`src/hdl/i2a_pkg.sv`:
```
`timescale 1ns / 1ps
`default_nettype none
// ----------------------------------------------------------------------------
// i2a_pkg: shared types and constants for the integer-to-ASCII formatter
// Radix codes, character codes, run layout struct and the digit-to-ASCII map.
// ----------------------------------------------------------------------------
package i2a_pkg;

	localparam int DEF_MAX_WIDTH   = 40;
	localparam int DEF_DIGIT_SLOTS = 22;

	localparam int VALUE_W    = 64;
	localparam int HEX_DIGITS = 16;
	localparam int OCT_DIGITS = 22;
	localparam int BCD_DIGITS = 20;
	localparam int DAB_BITS   = 2;    // binary bits consumed per conversion cycle

	// run counters cover MAX_WIDTH + DIGIT_SLOTS + 1 at the default parameters
	localparam int CNT_W = 7;

	localparam logic [1:0] RADIX_OCT  = 2'd0;
	localparam logic [1:0] RADIX_DEC  = 2'd1;
	localparam logic [1:0] RADIX_HEX  = 2'd2;
	localparam logic [1:0] RADIX_NONE = 2'd3;

	localparam logic [6:0] CHAR_SPACE = 7'h20;
	localparam logic [6:0] CHAR_MINUS = 7'h2D;
	localparam logic [6:0] CHAR_ZERO  = 7'h30;
	localparam logic [6:0] CHAR_UPPER_BASE = 7'h37;   // 'A' - 10
	localparam logic [6:0] CHAR_LOWER_BASE = 7'h57;   // 'a' - 10

	typedef enum logic [1:0] {
		ST_IDLE,
		ST_CONV,
		ST_NORM,
		ST_EMIT
	} state_t;

	typedef struct packed {
		logic [CNT_W-1:0] spaces;
		logic             sign;
		logic [CNT_W-1:0] zeros;
		logic [CNT_W-1:0] digits;
	} layout_t;

	function automatic logic [6:0] digit_char(input logic [3:0] d, input logic upper);
		logic [6:0] base;
		if (d < 4'd10) begin
			base = CHAR_ZERO;
		end else if (upper) begin
			base = CHAR_UPPER_BASE;
		end else begin
			base = CHAR_LOWER_BASE;
		end
		return base + {3'b000, d};
	endfunction

endpackage
`default_nettype wire

```
`src/hdl/i2a_if.sv`:
```
`timescale 1ns / 1ps
`default_nettype none
// ----------------------------------------------------------------------------
// i2a_if: valid/ready channels of the integer-to-ASCII formatter
// Number channel (magnitude plus format controls) and character channel.
// ----------------------------------------------------------------------------
interface i2a_in_if;
	logic        valid;
	logic        ready;
	logic [63:0] value;
	logic [1:0]  radix;
	logic        uppercase;
	logic        negative;
	logic [5:0]  field_width;
	logic        has_precision;
	logic [5:0]  precision_digits;
	logic        zero_fill;

	modport source (
		output valid, value, radix, uppercase, negative, field_width,
		       has_precision, precision_digits, zero_fill,
		input  ready
	);
	modport sink (
		input  valid, value, radix, uppercase, negative, field_width,
		       has_precision, precision_digits, zero_fill,
		output ready
	);
endinterface

interface i2a_out_if;
	logic       valid;
	logic       ready;
	logic [6:0] char_code;
	logic       last;

	modport source (output valid, char_code, last, input ready);
	modport sink (input valid, char_code, last, output ready);
endinterface
`default_nettype wire

```
`src/hdl/integer_to_ascii_formatter.sv`:
```
`timescale 1ns / 1ps
`default_nettype none
// Flow: octal and hex load the digit register in the accept cycle; decimal first runs the
//   two-bit BCD steps in i2a_dabble and loads the digits on its done pulse. Leading zeros
//   are then stripped one digit at a time (up to DIGIT_SLOTS-1) before the sequencer starts.
// Throughput: one character per cycle while the sink is ready; a new number is taken once
//   the FSM is back in idle, after the last character of the run enters the output register.
// Reset: asynchronous, clears the control FSM, counters and output valid; no memory to clear.
// ----------------------------------------------------------------------------
// integer_to_ascii_formatter: printf-style %o / %u / %x conversion
// Converts a 64-bit magnitude to a padded ASCII run, one character per transaction.
// ----------------------------------------------------------------------------
module integer_to_ascii_formatter import i2a_pkg::*; #(
	parameter int MAX_WIDTH   = DEF_MAX_WIDTH,
	parameter int DIGIT_SLOTS = DEF_DIGIT_SLOTS
) (
	input  logic      clk,
	input  logic      arst_n,
	i2a_in_if.sink    num,
	i2a_out_if.source text
);

	state_t state_q, state_d;

	logic [3:0]       digits_q [DIGIT_SLOTS];
	logic [CNT_W-1:0] count_q;
	logic             upper_q;
	logic             neg_q;
	logic             has_prec_q;
	logic             zfill_q;
	logic [5:0]       width_q;
	logic [5:0]       prec_q;

	logic accept;
	logic special;
	logic radix_ok;
	logic dab_start;
	logic dab_done;
	logic norm_shift;
	logic emit_start;
	logic emit_busy;
	logic digit_take;
	logic [5:0] width_sat;
	logic [5:0] prec_sat;

	logic [BCD_DIGITS*4-1:0] bcd;
	logic [VALUE_W+1:0]      value_ext;
	logic [3:0]              ld_hex [DIGIT_SLOTS];
	logic [3:0]              ld_oct [DIGIT_SLOTS];
	logic [3:0]              ld_dec [DIGIT_SLOTS];

	logic [CNT_W-1:0] zeros;
	logic [CNT_W-1:0] content;
	logic [CNT_W-1:0] spaces;
	layout_t          layout;

	assign accept    = num.valid && num.ready;
	assign special   = num.has_precision && (num.precision_digits == 6'd0) &&
	                   (num.value == '0);
	assign radix_ok  = (num.radix != RADIX_NONE);
	assign width_sat = (num.field_width > 6'(MAX_WIDTH)) ? 6'(MAX_WIDTH) : num.field_width;
	assign prec_sat  = (num.precision_digits > 6'(MAX_WIDTH)) ? 6'(MAX_WIDTH) :
	                   num.precision_digits;
	assign value_ext = {2'b00, num.value};

	// digit register images, least significant digit in slot 0
	for (genvar g = 0; g < DIGIT_SLOTS; g++) begin : g_load
		if (g < HEX_DIGITS) begin : g_hex
			assign ld_hex[g] = num.value[4*g +: 4];
		end else begin : g_hex_pad
			assign ld_hex[g] = 4'd0;
		end
		if (g < OCT_DIGITS) begin : g_oct
			assign ld_oct[g] = {1'b0, value_ext[3*g +: 3]};
		end else begin : g_oct_pad
			assign ld_oct[g] = 4'd0;
		end
		if (g < BCD_DIGITS) begin : g_dec
			assign ld_dec[g] = bcd[4*g +: 4];
		end else begin : g_dec_pad
			assign ld_dec[g] = 4'd0;
		end
	end

	// next state
	always_comb begin
		state_d = state_q;
		unique case (state_q)
			ST_IDLE: begin
				if (accept && radix_ok) begin
					if (num.radix == RADIX_DEC && !special) begin
						state_d = ST_CONV;
					end else begin
						state_d = ST_NORM;
					end
				end
			end
			ST_CONV: begin
				if (dab_done) begin
					state_d = ST_NORM;
				end
			end
			ST_NORM: begin
				if (!norm_shift) begin
					state_d = ST_EMIT;
				end
			end
			ST_EMIT: begin
				if (!emit_busy) begin
					state_d = ST_IDLE;
				end
			end
			default: state_d = ST_IDLE;
		endcase
	end

	// FSM outputs
	always_comb begin
		num.ready  = (state_q == ST_IDLE);
		dab_start  = accept && (num.radix == RADIX_DEC) && !special;
		norm_shift = (state_q == ST_NORM) && (count_q > CNT_W'(1)) &&
		             (digits_q[DIGIT_SLOTS-1] == 4'd0);
		emit_start = (state_q == ST_NORM) && !norm_shift;
	end

	always_ff @(posedge clk or negedge arst_n) begin
		if (!arst_n) begin
			state_q <= ST_IDLE;
			count_q <= '0;
		end else begin
			state_q <= state_d;
			if (accept) begin
				count_q <= special ? '0 : CNT_W'(DIGIT_SLOTS);
			end else if (norm_shift) begin
				count_q <= count_q - 1'b1;
			end
		end
	end

	always_ff @(posedge clk) begin
		if (accept) begin
			upper_q    <= num.uppercase;
			neg_q      <= num.negative;
			has_prec_q <= num.has_precision;
			zfill_q    <= num.zero_fill;
			width_q    <= width_sat;
			prec_q     <= prec_sat;
			if (num.radix == RADIX_HEX) begin
				digits_q <= ld_hex;
			end else begin
				digits_q <= ld_oct;
			end
		end else if (state_q == ST_CONV && dab_done) begin
			digits_q <= ld_dec;
		end else if (norm_shift || digit_take) begin
			for (int k = DIGIT_SLOTS - 1; k > 0; k--) begin
				digits_q[k] <= digits_q[k-1];
			end
			digits_q[0] <= 4'd0;
		end
	end

	// run layout from the final digit count
	always_comb begin
		zeros   = (has_prec_q && CNT_W'(prec_q) > count_q) ? CNT_W'(prec_q) - count_q : '0;
		content = count_q + zeros + CNT_W'(neg_q);
		spaces  = (CNT_W'(width_q) > content) ? CNT_W'(width_q) - content : '0;
		if (zfill_q && !has_prec_q) begin
			zeros  = spaces;
			spaces = '0;
		end
		layout.spaces = spaces;
		layout.sign   = neg_q;
		layout.zeros  = zeros;
		layout.digits = count_q;
	end

	i2a_dabble u_dabble (
		.clk    (clk),
		.arst_n (arst_n),
		.start  (dab_start),
		.value  (num.value),
		.done   (dab_done),
		.bcd    (bcd)
	);

	i2a_emit u_emit (
		.clk        (clk),
		.arst_n     (arst_n),
		.start      (emit_start),
		.layout     (layout),
		.top_digit  (digits_q[DIGIT_SLOTS-1]),
		.upper      (upper_q),
		.busy       (emit_busy),
		.digit_take (digit_take),
		.text       (text)
	);

	a_idle_quiet: assert property (@(posedge clk) disable iff (!arst_n)
		(state_q == ST_IDLE) |-> !emit_busy)
		else $error("sequencer busy while idle");

	a_count_bound: assert property (@(posedge clk) disable iff (!arst_n)
		count_q <= CNT_W'(DIGIT_SLOTS))
		else $error("digit count beyond slot count");

	a_take_in_emit: assert property (@(posedge clk) disable iff (!arst_n)
		digit_take |-> (state_q == ST_EMIT))
		else $error("digit consumed outside emit phase");

	a_start_clean: assert property (@(posedge clk) disable iff (!arst_n)
		emit_start |-> !emit_busy)
		else $error("sequencer restarted while busy");

endmodule
`default_nettype wire

```
`src/hdl/i2a_dabble.sv`:
```
`timescale 1ns / 1ps
`default_nettype none
// ----------------------------------------------------------------------------
// i2a_dabble: serial binary-to-BCD converter
// Shift-and-add-3 over the 64-bit magnitude, two bits per cycle.
// ----------------------------------------------------------------------------
module i2a_dabble import i2a_pkg::*; (
	input  logic                    clk,
	input  logic                    arst_n,
	input  logic                    start,
	input  logic [VALUE_W-1:0]      value,
	output logic                    done,
	output logic [BCD_DIGITS*4-1:0] bcd
);

	localparam int STEPS  = VALUE_W / DAB_BITS;
	localparam int STEP_W = $clog2(STEPS);

	logic [VALUE_W-1:0]      bin_q;
	logic [BCD_DIGITS*4-1:0] bcd_q;
	logic [STEP_W-1:0]       step_q;
	logic                    busy_q;
	logic                    done_q;

	logic [VALUE_W-1:0]      bin_d;
	logic [BCD_DIGITS*4-1:0] bcd_d;

	always_comb begin
		bin_d = bin_q;
		bcd_d = bcd_q;
		for (int s = 0; s < DAB_BITS; s++) begin
			for (int k = 0; k < BCD_DIGITS; k++) begin
				if (bcd_d[4*k +: 4] >= 4'd5) begin
					bcd_d[4*k +: 4] = bcd_d[4*k +: 4] + 4'd3;
				end
			end
			bcd_d = {bcd_d[BCD_DIGITS*4-2:0], bin_d[VALUE_W-1]};
			bin_d = {bin_d[VALUE_W-2:0], 1'b0};
		end
	end

	always_ff @(posedge clk or negedge arst_n) begin
		if (!arst_n) begin
			busy_q <= 1'b0;
			done_q <= 1'b0;
			step_q <= '0;
		end else begin
			done_q <= 1'b0;
			if (start) begin
				busy_q <= 1'b1;
				step_q <= '0;
			end else if (busy_q) begin
				step_q <= step_q + 1'b1;
				if (step_q == STEP_W'(STEPS - 1)) begin
					busy_q <= 1'b0;
					done_q <= 1'b1;
				end
			end
		end
	end

	always_ff @(posedge clk) begin
		if (start) begin
			bin_q <= value;
			bcd_q <= '0;
		end else if (busy_q) begin
			bin_q <= bin_d;
			bcd_q <= bcd_d;
		end
	end

	assign done = done_q;
	assign bcd  = bcd_q;

endmodule
`default_nettype wire

```
`src/hdl/i2a_emit.sv`:
```
`timescale 1ns / 1ps
`default_nettype none
// ----------------------------------------------------------------------------
// i2a_emit: character sequencer
// Counts out spaces, sign, zeros and digits, one character per cycle while the
// sink is ready, into a registered output stage.
// ----------------------------------------------------------------------------
module i2a_emit import i2a_pkg::*; (
	input  logic       clk,
	input  logic       arst_n,
	input  logic       start,
	input  layout_t    layout,
	input  logic [3:0] top_digit,
	input  logic       upper,
	output logic       busy,
	output logic       digit_take,
	i2a_out_if.source  text
);

	logic [CNT_W-1:0] sp_q;
	logic             sign_q;
	logic [CNT_W-1:0] zr_q;
	logic [CNT_W-1:0] dg_q;
	logic             out_valid_q;
	logic [6:0]       char_q;
	logic             last_q;

	logic [CNT_W-1:0] remaining;
	logic             adv;
	logic [6:0]       char_d;

	always_comb begin
		remaining  = sp_q + zr_q + dg_q + CNT_W'(sign_q);
		busy       = (remaining != '0);
		adv        = busy && (!out_valid_q || text.ready);
		digit_take = 1'b0;
		if (sp_q != '0) begin
			char_d = CHAR_SPACE;
		end else if (sign_q) begin
			char_d = CHAR_MINUS;
		end else if (zr_q != '0) begin
			char_d = CHAR_ZERO;
		end else begin
			char_d     = digit_char(top_digit, upper);
			digit_take = adv;
		end
	end

	always_ff @(posedge clk or negedge arst_n) begin
		if (!arst_n) begin
			sp_q        <= '0;
			sign_q      <= 1'b0;
			zr_q        <= '0;
			dg_q        <= '0;
			out_valid_q <= 1'b0;
		end else begin
			if (start) begin
				sp_q   <= layout.spaces;
				sign_q <= layout.sign;
				zr_q   <= layout.zeros;
				dg_q   <= layout.digits;
			end else if (adv) begin
				if (sp_q != '0) begin
					sp_q <= sp_q - 1'b1;
				end else if (sign_q) begin
					sign_q <= 1'b0;
				end else if (zr_q != '0) begin
					zr_q <= zr_q - 1'b1;
				end else begin
					dg_q <= dg_q - 1'b1;
				end
			end
			if (adv) begin
				out_valid_q <= 1'b1;
			end else if (text.ready) begin
				out_valid_q <= 1'b0;
			end
		end
	end

	always_ff @(posedge clk) begin
		if (adv) begin
			char_q <= char_d;
			last_q <= (remaining == CNT_W'(1));
		end
	end

	assign text.valid     = out_valid_q;
	assign text.char_code = char_q;
	assign text.last      = last_q;

endmodule
`default_nettype wire

```
`src/flat_wrapper.sv`:
```
// flat-port wrapper written by rule: the top's interface ports become plain ports
module integer_to_ascii_formatter_flat import i2a_pkg::*;
#(
	parameter int MAX_WIDTH   = DEF_MAX_WIDTH,
	parameter int DIGIT_SLOTS = DEF_DIGIT_SLOTS
)
  (clk, arst_n, num_valid, num_value, num_radix, num_uppercase, num_negative, num_field_width, num_has_precision, num_precision_digits, num_zero_fill, num_ready, text_valid, text_char_code, text_last, text_ready);
  i2a_in_if num_i ();
  i2a_out_if text_i ();
  input  logic clk;
  input  logic arst_n;
  input wire logic [$bits(num_i.valid)-1:0] num_valid;
  input wire logic [$bits(num_i.value)-1:0] num_value;
  input wire logic [$bits(num_i.radix)-1:0] num_radix;
  input wire logic [$bits(num_i.uppercase)-1:0] num_uppercase;
  input wire logic [$bits(num_i.negative)-1:0] num_negative;
  input wire logic [$bits(num_i.field_width)-1:0] num_field_width;
  input wire logic [$bits(num_i.has_precision)-1:0] num_has_precision;
  input wire logic [$bits(num_i.precision_digits)-1:0] num_precision_digits;
  input wire logic [$bits(num_i.zero_fill)-1:0] num_zero_fill;
  output wire logic [$bits(num_i.ready)-1:0] num_ready;
  output wire logic [$bits(text_i.valid)-1:0] text_valid;
  output wire logic [$bits(text_i.char_code)-1:0] text_char_code;
  output wire logic [$bits(text_i.last)-1:0] text_last;
  input wire logic [$bits(text_i.ready)-1:0] text_ready;
  assign num_i.valid = num_valid;
  assign num_i.value = num_value;
  assign num_i.radix = num_radix;
  assign num_i.uppercase = num_uppercase;
  assign num_i.negative = num_negative;
  assign num_i.field_width = num_field_width;
  assign num_i.has_precision = num_has_precision;
  assign num_i.precision_digits = num_precision_digits;
  assign num_i.zero_fill = num_zero_fill;
  assign num_ready = num_i.ready;
  assign text_valid = text_i.valid;
  assign text_char_code = text_i.char_code;
  assign text_last = text_i.last;
  assign text_i.ready = text_ready;
  integer_to_ascii_formatter #(.MAX_WIDTH(MAX_WIDTH), .DIGIT_SLOTS(DIGIT_SLOTS)) u_core (.clk(clk), .arst_n(arst_n), .num(num_i), .text(text_i));
endmodule
```
`config.mk`:
```
export PLATFORM = sky130hd
export DESIGN_NAME = integer_to_ascii_formatter_flat
export DESIGN_NICKNAME = d
export VERILOG_FILES = /design/src/hdl/i2a_pkg.sv /design/src/hdl/i2a_if.sv /design/src/hdl/integer_to_ascii_formatter.sv /design/src/hdl/i2a_dabble.sv /design/src/hdl/i2a_emit.sv /design/src/flat_wrapper.sv
export SDC_FILE = /design/constraint.sdc
export NUM_CORES = 1
export LEC_CHECK = 0
export ABC_AREA = 1
export BUFFER_PORTS_ARGS = -buffer_cell sky130_fd_sc_hd__buf_2
export CAP_MARGIN = 20
export CORE_MARGIN = 1.5
export CORE_UTILIZATION = 63
export DETAILED_ROUTE_END_ITERATION = 7
export PLACE_DENSITY = 0.82
export RECOVER_POWER = 25
export SYNTH_ARGS = -nofsm -noshare
export SYNTH_HDL_FRONTEND = slang
export SYNTH_SLANG_ARGS = --single-unit
```
`constraint.sdc`:
```
create_clock -name clk -period 8.7 [get_ports clk]
set_input_delay 1.74 -clock clk [delete_from_list [all_inputs] [get_ports clk]]
set_output_delay 1.74 -clock clk [all_outputs]
set_load 0.01 [all_outputs]
```
======== Word level (Yosys, flattened, before mapping) ========
Cells that the tools add are included.
operators by class
  order comparisons ....................... 46
  reductions and logical operators ........ 41
  $add $sub $neg .......................... 53
  mux-type cells .......................... 95
  equality and inequality tests ........... 15
operators with widths
  kind                                                                    number
  88-bit 2-to-1 mux                                                       4
  7-bit 2-to-1 mux                                                        24
  4-bit by 3-bit >= comparator with 1-bit output (second input constant)  40
  4-bit 2-to-1 mux                                                        39
  4-bit by 2-bit adder with 4-bit output (second input constant)          38
  64-bit 2-to-1 mux                                                       2
  64-bit zero test                                                        1
  7-bit by 1-bit subtractor with 7-bit output (second input constant)     4
  7-bit adder                                                             3
  7-bit nonzero test                                                      3
  5-bit 2-to-1 mux                                                        4
  7-bit by 1-bit adder with 7-bit output                                  2
  6-bit by 7-bit greater-than comparator with 1-bit output                2
  1-bit logical AND                                                       14
  1-bit 2-to-1 mux                                                        14
  6-bit by 7-bit subtractor with 7-bit output                             2
  6-bit greater-than comparator (second input constant)                   2
  4-bit AND reduction                                                     3
  2-bit nonzero test                                                      6
  2-bit 2-to-1 mux                                                        5
  2-bit != test (second input constant)                                   5
  2-bit case mux with 4 select lines                                      1
  7-bit by 4-bit adder with 7-bit output                                  1
  7-bit by 1-bit == test with 1-bit output (second input constant)        1
  18 further kinds                                                        30
word-level totals
  logic and storage cells ................. 294
  register bits after elaboration ......... 295
  output and inout bits ................... 10
  input port bits ......................... 86

======== Logic depth before layout (Yosys ltp) ========
  depth after elaboration ................. 12
  gate-level depth with buffers ........... 31

======== Hierarchy ========
Synthesis repeated with hierarchy kept, for this count alone.
second synthesis, totals
  cells, all modules ...................... 2561
  area, all modules ....................... 19548.7 µm²
by module, submodules not included
  module                      cells an instance  instances  area an instance (µm²)
  i2a_dabble                  1333               1          9885.7
  integer_to_ascii_formatter  880                1          7160.6
  i2a_emit                    348                1          2502.4

======== Worst setup path after synthesis ========
Ideal clock, no wire load.
  kind .................................... register -> register
  from .................................... register u_core.u_emit.sp_q[0]
  to ...................................... register u_core.digits_q[0] (netlist bit) (enable)
  cell stages (with the launch flop) ...... 13
  period minus slack after synthesis ...... 6.895 ns
  slack ................................... 1.805 ns
  arrival time ............................ 6.337 ns
  cell sequence ........................... dfrtp_1 > fa_1 > ha_1 > inv_1 > fa_1 > inv_1 > nand4_1 > nor2b_1 > nand2_1 > nand2_1 > nand3_2 > nand2_1 > o211ai_1
on the way
  word-level cells in the longest chain between the ends .. 10
  elaborated cells on any way between the ends .. 11
ends and longest elaborated chain
  item                                    RTL line                           source
  start: declaration                      i2a_emit.sv:20                     logic [CNT_W-1:0] sp_q;
  start signal: assignment                i2a_emit.sv:58                     sp_q <= layout.spaces;
  start signal: assignment                i2a_emit.sv:64                     sp_q <= sp_q - 1'b1;
  7-bit adder (2 in series)               i2a_emit.sv:33                     remaining = sp_q + zr_q + dg_q + CNT_W'(sign_q);
  7-bit by 1-bit adder with 7-bit output  i2a_emit.sv:33
  7-bit nonzero test                      i2a_emit.sv:34                     busy = (remaining != '0);
  1-bit logical AND                       i2a_emit.sv:35                     adv = busy && (!out_valid_q || text.ready);
  1-bit 2-to-1 mux                        i2a_emit.sv:41                     end else if (zr_q != '0) begin
  1-bit 2-to-1 mux                        i2a_emit.sv:39                     end else if (sign_q) begin
  1-bit 2-to-1 mux (*)                    i2a_emit.sv:37                     if (sp_q != '0) begin
  1-bit logical OR (*)                    integer_to_ascii_formatter.sv:155  end else if (norm_shift || digit_take) begin
  3-bit nonzero test (no line) (*)        --
  end signal: assignment                  integer_to_ascii_formatter.sv:151  digits_q <= ld_oct;
  end signal: assignment                  integer_to_ascii_formatter.sv:154  digits_q <= ld_dec;
  end signal: indexed assignment          integer_to_ascii_formatter.sv:157  digits_q[k] <= digits_q[k-1];
  end: declaration                        integer_to_ascii_formatter.sv:25   logic [3:0] digits_q [DIGIT_SLOTS];
Mark *: on every way between the ends. The rest lies on a longest branch, timed or not.
A chain may end at the register's enable or synchronous reset.

======== Worst setup path in the final report ========
  from .................................... input num_valid
  to ...................................... register u_core.u_dabble.bcd_q[14], in the netlist u_core.u_dabble.bcd[14]
on the way
  word-level cells in the longest chain between the ends .. 3
ends and longest elaborated chain
  item                             RTL line                           source
  start: declaration               flat_wrapper.sv:12                 input wire logic [$bits(num_i.valid)-1:0] num_valid;
  1-bit logical AND                integer_to_ascii_formatter.sv:57   assign accept = num.valid && num.ready;
  1-bit logical AND (2 in series)  integer_to_ascii_formatter.sv:120  dab_start = accept && (num.radix == RADIX_DEC) && !special;
  end signal: assignment           i2a_dabble.sv:65                   bcd_q <= '0;
  end signal: assignment           i2a_dabble.sv:68                   bcd_q <= bcd_d;
  end: declaration                 i2a_dabble.sv:20                   logic [BCD_DIGITS*4-1:0] bcd_q;
No other way between the ends.

==> impl_metrics.env <==
export IMPL_cp_num_buf_inv=4
export IMPL_yosysTopAreaCell="edfxtp_1"
export IMPL_grt_ovfl_total=0
export IMPL_place_hpwl_mm=33.57
export IMPL_cts_buffers=34
export IMPL_clock_latency_ps=520
export IMPL_antenna_found_initial=0
export IMPL_portBuffers=95
export IMPL_cp_max_fo=82
export IMPL_relSlewSlack_pct=-33.02
export IMPL_critical_path_cell_chain="buf_2 > nand2_1 > buf_4 > nor2_1 > nand2_4 > nand2_4 > buf_4 > nor2_1 > a31oi_1 > inv_1"
export IMPL_finalHoldViolations=0
export IMPL_fin_cells=2756
export IMPL_slowest_delay_ps=830
export IMPL_drtPass1Iterations=5
export IMPL_syn_nets=2507
export IMPL_drv_slew=34
export IMPL_grt_max_degree=83
export IMPL_clk_pin_slew_ps=60
export IMPL_via_count=16390
export IMPL_drtIter0Drc=1708
export IMPL_grt_pass1_vias=15820
export IMPL_ys_top_cells_by_area="edfxtp_1 28%, o21ai_0 9.8%, dfxtp_1 8.6%"
export IMPL_violations="max-capacitance violations, max-slew violations"
export IMPL_hp_class="reg2reg"
export IMPL_synth_seq_area_share_pct=42.36
export IMPL_p_per_area_mw_per_mm2=475.4
export IMPL_synth_distinct_cells=51
export IMPL_grt_pass1_wl_mm=78.49
export IMPL_max_cap_violations=1
export IMPL_dp_cells=2694
export IMPL_gp_congestion=0.9104
export IMPL_syn_inst=2292
export IMPL_postSynthAreaPerCell_sq_um=8.099
export IMPL_antenna_cells=0
export IMPL_gr_usage_all_layers_pct=31.88
export IMPL_layout_drive_gt1_share_pct=7.336
export IMPL_fillerInstances=2254
export IMPL_period_minus_slack_ps=5597
export IMPL_synth_common_cells="365 x o21ai_0, 357 x nand2_1, 330 x inv_1"
export IMPL_fp_coreArea_sq_mm=0.02886
export IMPL_route_detailed_wl_per_inst_um=17.56
export IMPL_synth_ff_type="edfxtp_1"
export IMPL_cp_start_kind="input port"
export IMPL_drcViolationCount=0
export IMPL_tns_ps=0
export IMPL_end_kind="register"
export IMPL_cts_buffer_depth=3
export IMPL_ys_ff_latch=295
export IMPL_syn_area_sq_mm=0.01856
export IMPL_start_util_pct=64.33
export IMPL_cp_top_family="simple AND/OR/NAND/NOR gates"
export IMPL_cts_max_level=2
export IMPL_synthDominantCellAreaShare_pct=28.47
export IMPL_die_w_um=174.7
export IMPL_die_area_sq_mm=0.03050
export IMPL_fin_nets=2562
export IMPL_synthArstFlopShare_pct=13.22
export IMPL_root_buffer="clkbuf_16"
export IMPL_ir_drop_mv=0.2323
export IMPL_yosysMostFrequentCell="o21ai_0"
export IMPL_cpMaxStageDelayCell="buf_4"
export IMPL_cts_tree="built"
export IMPL_status="finished, violations left"
export IMPL_power_leakage_nw=9.298
export IMPL_synth_enable_flop_cells=176
export IMPL_rsz0062_at_grt="false"
export IMPL_ant_nets=0
export IMPL_vias_per_cell=5.945
export IMPL_routed_wl_mm=48.40
export IMPL_cts_sinks=295
export IMPL_worstSetupPathType="in2reg"
export IMPL_cts_resized=0
export IMPL_critical_path_required_ps=9110
export IMPL_finalCritPeriodShare_pct=64.34
export IMPL_finalSetupViolations=0
export IMPL_skew_ps=23.80
export IMPL_total_power_mw=9.703
export IMPL_ys_warnings_count=0
export IMPL_post_cts_buffers=0
export IMPL_critical_path_arrival_ps=6010
export IMPL_holdBufCountCts=0
export IMPL_max_freq_ghz=0.1787
export IMPL_die_y_um=174.7
export IMPL_io_pins=96
export IMPL_tightest_slew_ps=1995
export IMPL_rows=62
export IMPL_multi_input_area_sq_mm=0.009037
export IMPL_seq_area_sq_mm=0.007863
export IMPL_syn2layout_area_growth_pct=9.949
[state kept, by name (all words and copies together) (netlist names), 7 cells and up]
register	cells
u_core.u_emit.zr_q	7
u_core.count_q	7
u_core.u_emit.dg_q	7
u_core.u_emit.sp_q	7
u_core.u_emit.text.char_code	7
u_core.digits_q	88
u_core.u_dabble.bin_q	64
u_core.u_dabble.bcd	80
[tightest hold or removal path, stage by stage, from the launching register on]
cell	delay, ps
edfxtp_1	330
nand3_1	70
o21ai_0	60
[area by class of cell]
type / instances / share of cell area [%]
Clock buffer: 41 / 4.500
Clock inverter: 20 / 1.520
Inverter: 335 / 6.161
Multi-Input combinational cell: 1574 / 44.28
Sequential cell: 295 / 38.52
Tap cell: 384 / 2.354
Timing Repair Buffer: 107 / 2.661
[worst paths after layout]
kind | startpoint | to | slack (ps) | cells past startpoint
max | num_valid | u_core.u_dabble.bcd[14] | 3100 | 10
min | u_core.u_dabble.bin_q[62] | u_core.u_dabble.bcd[0] | 500 | 2
max reg2reg | u_core.state_q[1] | u_core.u_dabble.bcd[14] | 3530 | 11
min reg2reg | u_core.u_dabble.bin_q[62] | u_core.u_dabble.bcd[0] | 500 | 2
max in group asynchronous | arst_n | u_core.u_emit.dg_q[1] | 5310 | 2
min in group asynchronous | arst_n | u_core.count_q[6] | 1150 | 1
[cells by family (layout without fill, tap and decap cells)]
family                   after synthesis  after routing  share of synthesized area (%)
buffers and inverters                423            503                          8.985
XOR/XNOR                              94             94                          4.435
flip-flops                           295            295                          42.36
adder cells (fa/ha/maj)              129            129                          9.140
AND/OR/NAND/NOR                      695            695                          15.89
AO/OA/AOI/OAI                        656            656                          19.19
[cell usage in the layout (no fill, tap or decap), drive strengths merged, types with 10 or more instances in the layout]
cell	synthesis	final
clkbuf	55	57
clkinv	2	10
dfxtp	80	80
inv	333	334
or2	11	11
a21oi	154	154
nand2	364	364
fa	11	11
buf	33	91
nor3	26	26
dfrtp	39	39
o32ai	12	12
nand3	74	74
a211oi	17	17
nand4	39	39
o21ai	384	384
o211ai	15	15
xor2	74	74
xnor2	20	20
ha	118	118
o22ai	56	56
nor2	176	176
edfxtp	176	176
[power breakdown]
group / total [mW] / leakage, nW / switching (mW) / internal [mW]
registers: 2.66 / 2.90 / 0.356 / 2.31
logic: 5.45 / 5.81 / 3.52 / 1.93
clock network: 1.59 / 0.591 / 0.593 / 0.992
[metal layers]
metal | global-route usage [%] | up-vias | part of all wire, %
met4 | 13.32 | 0 | 3.5
met1 | 41.13 | 7658 | 40
met5 | 0 | - | 0
li1 | - | 7873 | -
met3 | 4.308 | 139 | 7.9
met2 | 54.07 | 715 | 48
[per-stage QoR]
step | utilization [%] | setup WS, ps | hold slack, ps | area [sq um]
floorplan | - | 1805 | 449.6 | 18560
global placement | 66.59 | 3159 | 475.9 | 19220
detailed placement | 66.59 | 3125 | 507.5 | 19220
CTS | 70.85 | 3655 | 502.8 | 20440
global route | 70.72 | 2761 | 532.7 | 20410
finish | 70.72 | 3103 | 498.9 | 20410
Power figures use the tool's default switching activity.
